File: src/design/cdt_pkg.sv
// Countdown timer package: mode and opcode codes, constants, saturating helpers.
// No dependencies; imported by the timer controller and its checker.
`timescale 1ns / 1ps
`default_nettype none

package cdt_pkg;

  localparam int unsigned DataW = 16;

  typedef logic [DataW-1:0] data_t;
  typedef logic [1:0] mode_t;
  typedef logic [3:0] opcode_t;

  localparam mode_t MODE_SET   = 2'd0;
  localparam mode_t MODE_RUN   = 2'd1;
  localparam mode_t MODE_PAUSE = 2'd2;
  localparam mode_t MODE_RING  = 2'd3;

  localparam opcode_t OP_SERVICE  = 4'd0;
  localparam opcode_t OP_PRESS    = 4'd1;
  localparam opcode_t OP_LONG     = 4'd2;
  localparam opcode_t OP_CW       = 4'd3;
  localparam opcode_t OP_CCW      = 4'd4;
  localparam opcode_t OP_CW_FAST  = 4'd5;
  localparam opcode_t OP_CCW_FAST = 4'd6;
  localparam opcode_t OP_TICK     = 4'd7;

  localparam data_t RING_TIMEOUT_RESET = 16'd10000;

  // coarse stepping starts at one hour
  localparam data_t COARSE_THRESHOLD = 16'd3600;
  localparam logic [8:0] STEP_FINE   = 9'd1;
  localparam logic [8:0] STEP_COARSE = 9'd60;
  localparam logic [8:0] SNAP_FINE   = 9'd5;
  localparam logic [8:0] SNAP_COARSE = 9'd300;

  // reciprocals: x/5 = (x*3277)>>14 exact for 12-bit x,
  // x/300 ~ (x*55924)>>24, low by at most one
  localparam logic [11:0] RECIP_FINE   = 12'd3277;
  localparam logic [15:0] RECIP_COARSE = 16'd55924;

  function automatic data_t sat_up(data_t v, logic [8:0] m);
    logic [DataW:0] s;
    s = {1'b0, v} + {{(DataW-8){1'b0}}, m};
    return s[DataW] ? {DataW{1'b1}} : s[DataW-1:0];
  endfunction

  function automatic data_t sat_dn(data_t v, logic [8:0] m);
    data_t mw;
    mw = {{(DataW-9){1'b0}}, m};
    return (v < mw) ? '0 : v - mw;
  endfunction

endpackage

`default_nettype wire

File: src/design/countdown_timer_controller.sv
// Countdown timer controller: mode sequencing, target and countdown update.
// Depends on cdt_pkg.
`timescale 1ns / 1ps
`default_nettype none

// Takes one event per clock cycle unless the output stalls, and returns one
// status result per event. An event is held in the input register; when it
// advances, the mode, target and remaining-seconds registers are updated
// from it and the status is loaded into the result register at that edge.
// The rate is set by the state update loop, whose next-state logic (rotation
// step, saturating add, mode decode) is combinational. The result register
// and the input register each hold one request, so a stalled output leaves
// room for one more event. ring_timeout is written with cfg_we.
module countdown_timer_controller
  import cdt_pkg::*;
(
  input  wire logic        clk,
  input  wire logic        rst,
  input  wire logic        cfg_we,
  input  wire logic [15:0] cfg_wdata,
  input  wire logic        in_valid,
  output logic             in_ready,
  input  wire logic [3:0]  opcode,
  input  wire logic [15:0] now_ms,
  output logic             out_valid,
  input  wire logic        out_ready,
  output logic [1:0]       mode,
  output logic [15:0]      target_seconds,
  output logic [15:0]      seconds_left,
  output logic             idle
);

  data_t   ring_timeout;
  mode_t   mode_state, mode_next;
  data_t   target, target_next;
  data_t   left_sec, left_next;
  data_t   last_change, last_change_next;

  logic    s1_valid;
  opcode_t s1_opcode;
  data_t   s1_now;
  logic    advance;

  // rotation step
  logic        coarse;
  logic [23:0] prod_fine;
  logic [9:0]  q_fine;
  logic [11:0] q_fine_x5;
  logic [2:0]  rem_fine;
  logic [31:0] prod_coarse;
  logic [7:0]  q_coarse;
  data_t       q_coarse_x300;
  data_t       diff_coarse;
  logic [8:0]  rem_coarse;
  logic [8:0]  rem, snap, base, step_mag;
  logic        step_up;
  logic        is_rot;
  data_t       elapsed;
  data_t       left_dec;

  assign advance  = s1_valid && (!out_valid || out_ready);
  assign in_ready = !s1_valid || !out_valid || out_ready;

  always_ff @(posedge clk) begin
    if (rst) begin
      ring_timeout <= RING_TIMEOUT_RESET;
    end else if (cfg_we) begin
      ring_timeout <= cfg_wdata;
    end
  end

  always_ff @(posedge clk) begin
    if (rst) begin
      s1_valid <= 1'b0;
    end else if (in_valid && in_ready) begin
      s1_valid <= 1'b1;
    end else if (advance) begin
      s1_valid <= 1'b0;
    end
  end

  always_ff @(posedge clk) begin
    if (in_valid && in_ready) begin
      s1_opcode <= opcode;
      s1_now    <= now_ms;
    end
  end

  // remainder of target by the snap size
  always_comb begin
    coarse        = (target >= COARSE_THRESHOLD);
    prod_fine     = {12'd0, target[11:0]} * {12'd0, RECIP_FINE};
    q_fine        = prod_fine[23:14];
    q_fine_x5     = 12'({2'b0, q_fine} * 12'(SNAP_FINE));
    rem_fine      = 3'(target[11:0] - q_fine_x5);
    prod_coarse   = {16'd0, target} * {16'd0, RECIP_COARSE};
    q_coarse      = prod_coarse[31:24];
    q_coarse_x300 = 16'({8'd0, q_coarse} * {7'd0, SNAP_COARSE});
    diff_coarse   = target - q_coarse_x300;
    rem_coarse    = (diff_coarse >= {7'd0, SNAP_COARSE})
                    ? 9'(diff_coarse - {7'd0, SNAP_COARSE}) : diff_coarse[8:0];
    rem  = coarse ? rem_coarse : {6'd0, rem_fine};
    snap = coarse ? SNAP_COARSE : SNAP_FINE;
    base = coarse ? STEP_COARSE : STEP_FINE;

    is_rot   = 1'b1;
    step_up  = 1'b0;
    step_mag = '0;
    case (s1_opcode)
      OP_CW: begin
        step_up  = 1'b1;
        step_mag = base;
      end
      OP_CCW: begin
        step_mag = base;
      end
      OP_CW_FAST: begin
        step_up  = 1'b1;
        step_mag = snap - rem;
      end
      OP_CCW_FAST: begin
        // strictly previous multiple: a full snap when already aligned, no step at zero
        if (target == '0) begin
          step_mag = '0;
        end else begin
          step_mag = (rem == '0) ? snap : rem;
        end
      end
      default: begin
        is_rot = 1'b0;
      end
    endcase
  end

  assign elapsed  = s1_now - last_change;
  assign left_dec = (left_sec == '0) ? '0 : left_sec - 16'd1;

  always_comb begin
    mode_next        = mode_state;
    target_next      = target;
    left_next        = left_sec;
    last_change_next = last_change;
    unique case (mode_state)
      MODE_SET: begin
        if (s1_opcode == OP_PRESS) begin
          if (target != '0) begin
            left_next        = target;
            mode_next        = MODE_RUN;
            last_change_next = s1_now;
          end
        end else if (is_rot) begin
          target_next = step_up ? sat_up(target, step_mag) : sat_dn(target, step_mag);
        end else if (s1_opcode == OP_LONG && target == '0) begin
          left_next        = '0;
          last_change_next = s1_now;
        end
      end
      MODE_RUN, MODE_PAUSE: begin
        if (s1_opcode == OP_PRESS) begin
          mode_next        = (mode_state == MODE_RUN) ? MODE_PAUSE : MODE_RUN;
          last_change_next = s1_now;
        end else if (is_rot) begin
          target_next = step_up ? sat_up(target, step_mag) : sat_dn(target, step_mag);
          left_next   = step_up ? sat_up(left_sec, step_mag) : sat_dn(left_sec, step_mag);
        end else if (s1_opcode == OP_LONG) begin
          target_next      = '0;
          left_next        = '0;
          mode_next        = MODE_SET;
          last_change_next = s1_now;
        end else if (s1_opcode == OP_TICK && mode_state == MODE_RUN) begin
          left_next = left_dec;
          if (left_dec == '0) begin
            mode_next        = MODE_RING;
            last_change_next = s1_now;
          end
        end
      end
      MODE_RING: begin
        if (s1_opcode == OP_PRESS || s1_opcode == OP_LONG
            || (s1_opcode == OP_SERVICE && elapsed >= ring_timeout)) begin
          target_next      = '0;
          left_next        = '0;
          mode_next        = MODE_SET;
          last_change_next = s1_now;
        end
      end
      default: begin
        mode_next = MODE_SET;
      end
    endcase
  end

  always_ff @(posedge clk) begin
    if (rst) begin
      mode_state  <= MODE_SET;
      target      <= '0;
      left_sec    <= '0;
      last_change <= '0;
    end else if (advance) begin
      mode_state  <= mode_next;
      target      <= target_next;
      left_sec    <= left_next;
      last_change <= last_change_next;
    end
  end

  always_ff @(posedge clk) begin
    if (rst) begin
      out_valid <= 1'b0;
    end else if (advance) begin
      out_valid <= 1'b1;
    end else if (out_ready) begin
      out_valid <= 1'b0;
    end
  end

  always_ff @(posedge clk) begin
    if (advance) begin
      mode           <= mode_next;
      target_seconds <= target_next;
      seconds_left   <= left_next;
      idle           <= (mode_next == MODE_SET) && (target_next == '0);
    end
  end

endmodule

`default_nettype wire

File: config.mk
export PLATFORM = sky130hd
export DESIGN_NAME = countdown_timer_controller
export DESIGN_NICKNAME = d
export VERILOG_FILES = /design/src/design/cdt_pkg.sv /design/src/design/countdown_timer_controller.sv
export SDC_FILE = /design/constraint.sdc
export NUM_CORES = 1
export LEC_CHECK = 0
export ABC_AREA = 0
export BUFFER_PORTS_ARGS = -buffer_cell sky130_fd_sc_hd__buf_2
export CAP_MARGIN = 15
export CORE_UTILIZATION = 45
export DETAILED_ROUTE_END_ITERATION = 6
export PLACE_DENSITY = 0.67
export SYNTH_ARGS = -nofsm -noshare
export SYNTH_HDL_FRONTEND = slang
export SYNTH_SLANG_ARGS = --single-unit
File: constraint.sdc
create_clock -name clk -period 15.75 [get_ports clk]
set_input_delay 0 -clock clk [delete_from_list [all_inputs] [get_ports clk]]
set_output_delay 0 -clock clk [all_outputs]
set_load 0.05 [all_outputs]
## Yosys cells after proc, flatten, opt, wreduce, memory -nomap -nowiden

Cells that the tools add are included.
W data, S select, Z words.

- Bits in registers: 123
- Output and inout port bits: 37

- Muxes and demuxes: 58
- Add/subtract/negate cells: 10
- Eq/ne operators: 17
- Reduce and logical (&&, ||, !) cells: 29
- Order comparisons: 5
- Multiply operators: 4

Operators with widths:

| operator | count |
|---|---|
| $mux W16 | 32 |
| $pmux W16 S3 | 3 |
| $logic_not A16 Y1 | 4 |
| $mux W9 | 5 |
| $add A16 B9 Y17 | 2 |
| $lt A16 B9 Y1 | 2 |
| $sub A16 B16 Y16 | 2 |
| $sub A16 B9 Y16 | 2 |
| $mul A16 B14 Y30 const B | 1 |
| $pmux W9 S3 | 1 |
| $mul A12 B12 Y24 const B | 1 |
| $mux W2 | 9 |
| $eq A4 B3 Y1 const B | 4 |
| $ge A16 B12 Y1 const B | 1 |
| $ge A16 B16 Y1 | 1 |
| $ge A16 B9 Y1 const B | 1 |
| $reduce_bool A16 Y1 | 1 |
| $sub A16 B1 Y16 const B | 1 |
| $mul A8 B7 Y14 const B | 1 |
| $ne A3 B3 Y1 const B | 4 |
| $mul A10 B3 Y3 const B | 1 |
| $logic_not A9 Y1 | 1 |
| $sub A9 B9 Y9 | 1 |
| $sub A9 B9 Y9 const B | 1 |
| 19 further kinds | 41 |

## Longest topological paths before layout

- Word-level depth: 18
- Depth in mapped cells: 67

## Least setup slack after synthesis

OpenSTA, ideal clock, no wires.

- Kind: register -> register
- From: register target[9]
- To: register left_sec[0]
- Stages on the path, launching flop included: 62
- Required time: 15.628 ns
- Slack: 1.298 ns
- Setup time: 0.122 ns
- Data arrival time: 14.330 ns
- Period minus slack after synthesis: 14.452 ns
- Cells stage by stage: dfxtp_1 > clkbuf_1 > inv_1 > fa_1 > inv_1 > ha_1 > inv_1 > fa_1 > inv_1 > fa_1 > fa_1 > inv_1 > fa_1 > inv_1 > ha_1 > o21ai_0 > o21ai_0 > o21ai_0 > [... 26 more ...] > nor2_2 > o21ai_0 > a41oi_1 > nor2_1 > a2111oi_0 > ha_1 > inv_1 > o21ai_0 > a21o_1 > a21oi_1 > o21bai_1 > a2111oi_0 > o21ba_2 > a21oi_1 > o311ai_0 > nor2_1 > or3_1 > o311a_1

- Longest elaborated chain between the ends: 16

Ends and longest elaborated chain:

| element | RTL line | source |
|---|---|---|
| start, declared | countdown_timer_controller.sv:35 | `data_t target, target_next;` |
| start signal, assigned | countdown_timer_controller.sv:201 | `target <= target_next;` |
| branches (longest 15 deep; another with $mul A16 B14 Y30) | -- |  |
| $pmux W16 S3 * | countdown_timer_controller.sv:143 | `unique case (mode_state)` |
| end signal, assigned | countdown_timer_controller.sv:202 | `left_sec <= left_next;` |
| end, declared | countdown_timer_controller.sv:36 | `data_t left_sec, left_next;` |

Every way passes the cells marked *.
A chain may end at the register's enable or synchronous reset.

## Worst setup path in the final report

- From: register target[7]
- To: register left_sec[9]

Same word-level chain as after synthesis.

==> impl_metrics.json <==
{
  "worstSkewPairLatency_ps": 430,
  "slew_viol_final": 0,
  "finalWorstSetupSlack_ps": 815,
  "hold_path_end": "ring_timeout[9]",
  "dieWidth_um": 201,
  "dpl.hpwl_mm": 40.9,
  "end_kind": "register",
  "drtIter0Drc": 1348,
  "finalSetupViolCount": 0,
  "cts.sinks": 123,
  "cts_tree": "done",
  "tightest_slew_ps": 1300,
  "relSlewSlack": 0.131,
  "max_freq_mhz": 67.0,
  "reg2reg_depth": 62,
  "synth-seq-cells": 123,
  "critPathRequiredTime_ps": 16080,
  "min_period_ps": 14930,
  "die_h_um": 201,
  "grt_pass1_wl_mm": 84.9,
  "coreArea_um2": 38900,
  "finalWirelength_mm": 53.1,
  "pin_count": 78,
  "htree_levels": 4,
  "dieArea_um2": 40500,
  "overflow": 0,
  "numCtsBuffers": 17,
  "seq_area_frac_synth": 0.169,
  "synth_nets": 2510,
  "synth_area_um2": 17800,
  "crit_buf_inv": 9,
  "worst_setup_path_start_kind": "register",
  "slowest_delay_ps": 530,
  "antenna_found_initial": 1,
  "min_from": "cfg_we",
  "initial_core_util": 0.459,
  "num_antenna_cells": 0,
  "drive_gt1_frac": 0.0996,
  "startpoint": "target[7]",
  "synth-async-reset-ratio": 0,
  "synth-edff-count": 55,
  "cp.arrival_ps": 15260,
  "path_common_cell": "ha_1",
  "viasPerCell": 5.88,
  "gp_congestion": 0.974,
  "hold_viol_final": 0,
  "regToRegSetupSlack_ps": 820,
  "portBuffers": 77,
  "syn-instance-count": 2038,
  "num_rows": 72,
  "yosysWarningCount": 0,
  "antenna_left": 0,
  "gr-usage-all-layers": 0.264,
  "hp-class": "in2reg",
  "r2r-end": "left_sec[9]",
  "clock-skew-final_ps": 16.2,
  "fin_crit_sh": 0.948,
  "clk_path_buf_depth": 2,
  "route.detailed.drc": 0,
  "area_growth_pct": 12.0,
  "cts.clk_slew.worst_paths_ps": 60,
  "synth_area_per_cell_um2": 8.76,
  "max_cap_violations": 0,
  "synth_cell_types": 99,
  "grt_max_degree": 56,
  "reg2reg_from": "target[7]",
  "crit_family": "compound AO/OA/AOI/OAI gates",
  "cp_max_fo": 10,
  "num-nets-final": 2618,
  "num_vias": 15700,
  "drt-pass1-iter-count": 5,
  "synth_top_flop_cell": "dfxtp_1",
  "grt_pass1_vias": 15700,
  "outcome": "completed",
  "pre_cts_ws_ps": -108,
  "hold_depth": 3,
  "worst-setup-path-type": "reg2reg",
  "avgRoutedWirePerCell_um": 19.8,
  "root_buffer": "clkbuf_16",
  "crit_slowest_cell": "fa_1"
}
## registers in the layout, indices dropped and copies added (netlist names)
name and flops:
last_change 16, left_sec 16, ring_timeout 16, s1_now 16, seconds_left 16, target 16, target_seconds 16, s1_opcode 4
mode 2, mode_state 2, idle 1, out_valid 1, s1_valid 1
## placed cells by master, fill, tap and decap left out, types with 17 or more instances in the layout
cell type / instances
a211oi_1: 36
a21o_1: 42
a21oi_1: 136
and2_1: 24
buf_2: 77
buf_4: 39
clkbuf_16: 17
dfxtp_1: 68
dlygate4sd3_1: 39
edfxtp_1: 55
fa_1: 119
ha_1: 312
inv_1: 258
mux2i_1: 31
nand2_1: 129
nand3_1: 21
nor2_1: 153
nor3_1: 33
o211ai_1: 21
o21a_1: 19
o21ai_0: 106
o21bai_1: 20
xnor2_1: 52
xor2_1: 45
## metrics by stage
stage	cell area [um^2]	hold slack, ps	TNS, ps	cells	util
after CTS	19800	72.9	0	2672	0.510
after global placement	18800	176	0	2601	0.483
final	20000	90.6	0	2677	0.514
after floorplan	17800	98.9	0	2038	-
after detailed placement	18800	179	-121	2601	0.483
after global routing	20000	106	-93.9	2677	0.514
## worst max-delay path by stage
stage,endpoint,slack [ps],cells after the start
6_report,left_sec[9],820,62
5_1_grt,left_sec[7],-50,63
4_1_cts,left_sec[0],20,61
3_5_place_dp,left_sec[0],-110,61
3_3_place_gp,left_sec[0],370,61
2_1_floorplan,left_sec[0],1300,61
## routing by layer
| metal | vias to the layer above | share of wire | GRT usage |
|---|---|---|---|
| met5 | - | 0 | 0 |
| met4 | 0 | 0.028 | 0.0848 |
| met1 | 7675 | 0.44 | 0.366 |
| met2 | 571 | 0.46 | 0.421 |
| met3 | 99 | 0.074 | 0.0385 |
| li1 | 7398 | - | - |
## cell usage after synthesis, drive strengths merged, types with 11 or more instances
library cell	count	area, um^2
a211oi	37	278
nor2b	16	100
o21ai	114	571
o21a	19	143
o22ai	16	100
clkbuf	52	219
xnor2	52	455
o211ai	21	158
ha	312	3900
o21bai	20	150
nand2	130	488
or3	11	68.8
xor2	46	403
fa	119	2380
and2	25	156
or2	12	75.1
inv	260	976
nand3	21	105
buf	15	130
a31oi	12	75.1
nor2	157	597
a21oi	139	696
nor3	35	191
nand2b	12	75.1
a21o	43	323
dfxtp	68	1360
nand4	12	81.3
edfxtp	55	1650
mux2i	31	310
## worst reg2reg max path, delay by kind of cell (launching register included)
family	cells	cell delay [ps]
and+or+nand+nor	6	1720
buffers and inverters	9	760
DFF	1	440
xor gates and xnor gates	2	320
AOI/OAI and AO/OA	30	5960
adders and majority gates	15	5660
## cells by family after synthesis
group,share of synthesized area
AO/OA/AOI/OAI,0.204
AND/OR/NAND/NOR,0.131
adder cells (fa/ha/maj),0.352
buffers and inverters,0.0748
flip-flops,0.169
XOR/XNOR,0.0519
multiplexers,0.0180
## layout make-up
cell class | count | area [um^2]
fillers | 3699 | 18900
multi-input cells | 1587 | 13600
flip-flops and latches | 123 | 3010
repair buffers | 157 | 1100
inverters | 260 | 976
well taps | 518 | 648
clock buffers | 20 | 447
clock inverters | 12 | 195
## repair_timing
action | in CTS | in global routing
endpoints found under the hold margin | 38 | 0
hold buffers | 39 | 0
resized for setup | 1 | 28
pin swaps | 0 | 2
setup buffers | 0 | 3
endpoints found under the setup margin | 5 | 65
Power is left out: the tool's default activity adds up to more than one toggle a clock period on the data nets, which glitch-free logic cannot reach.
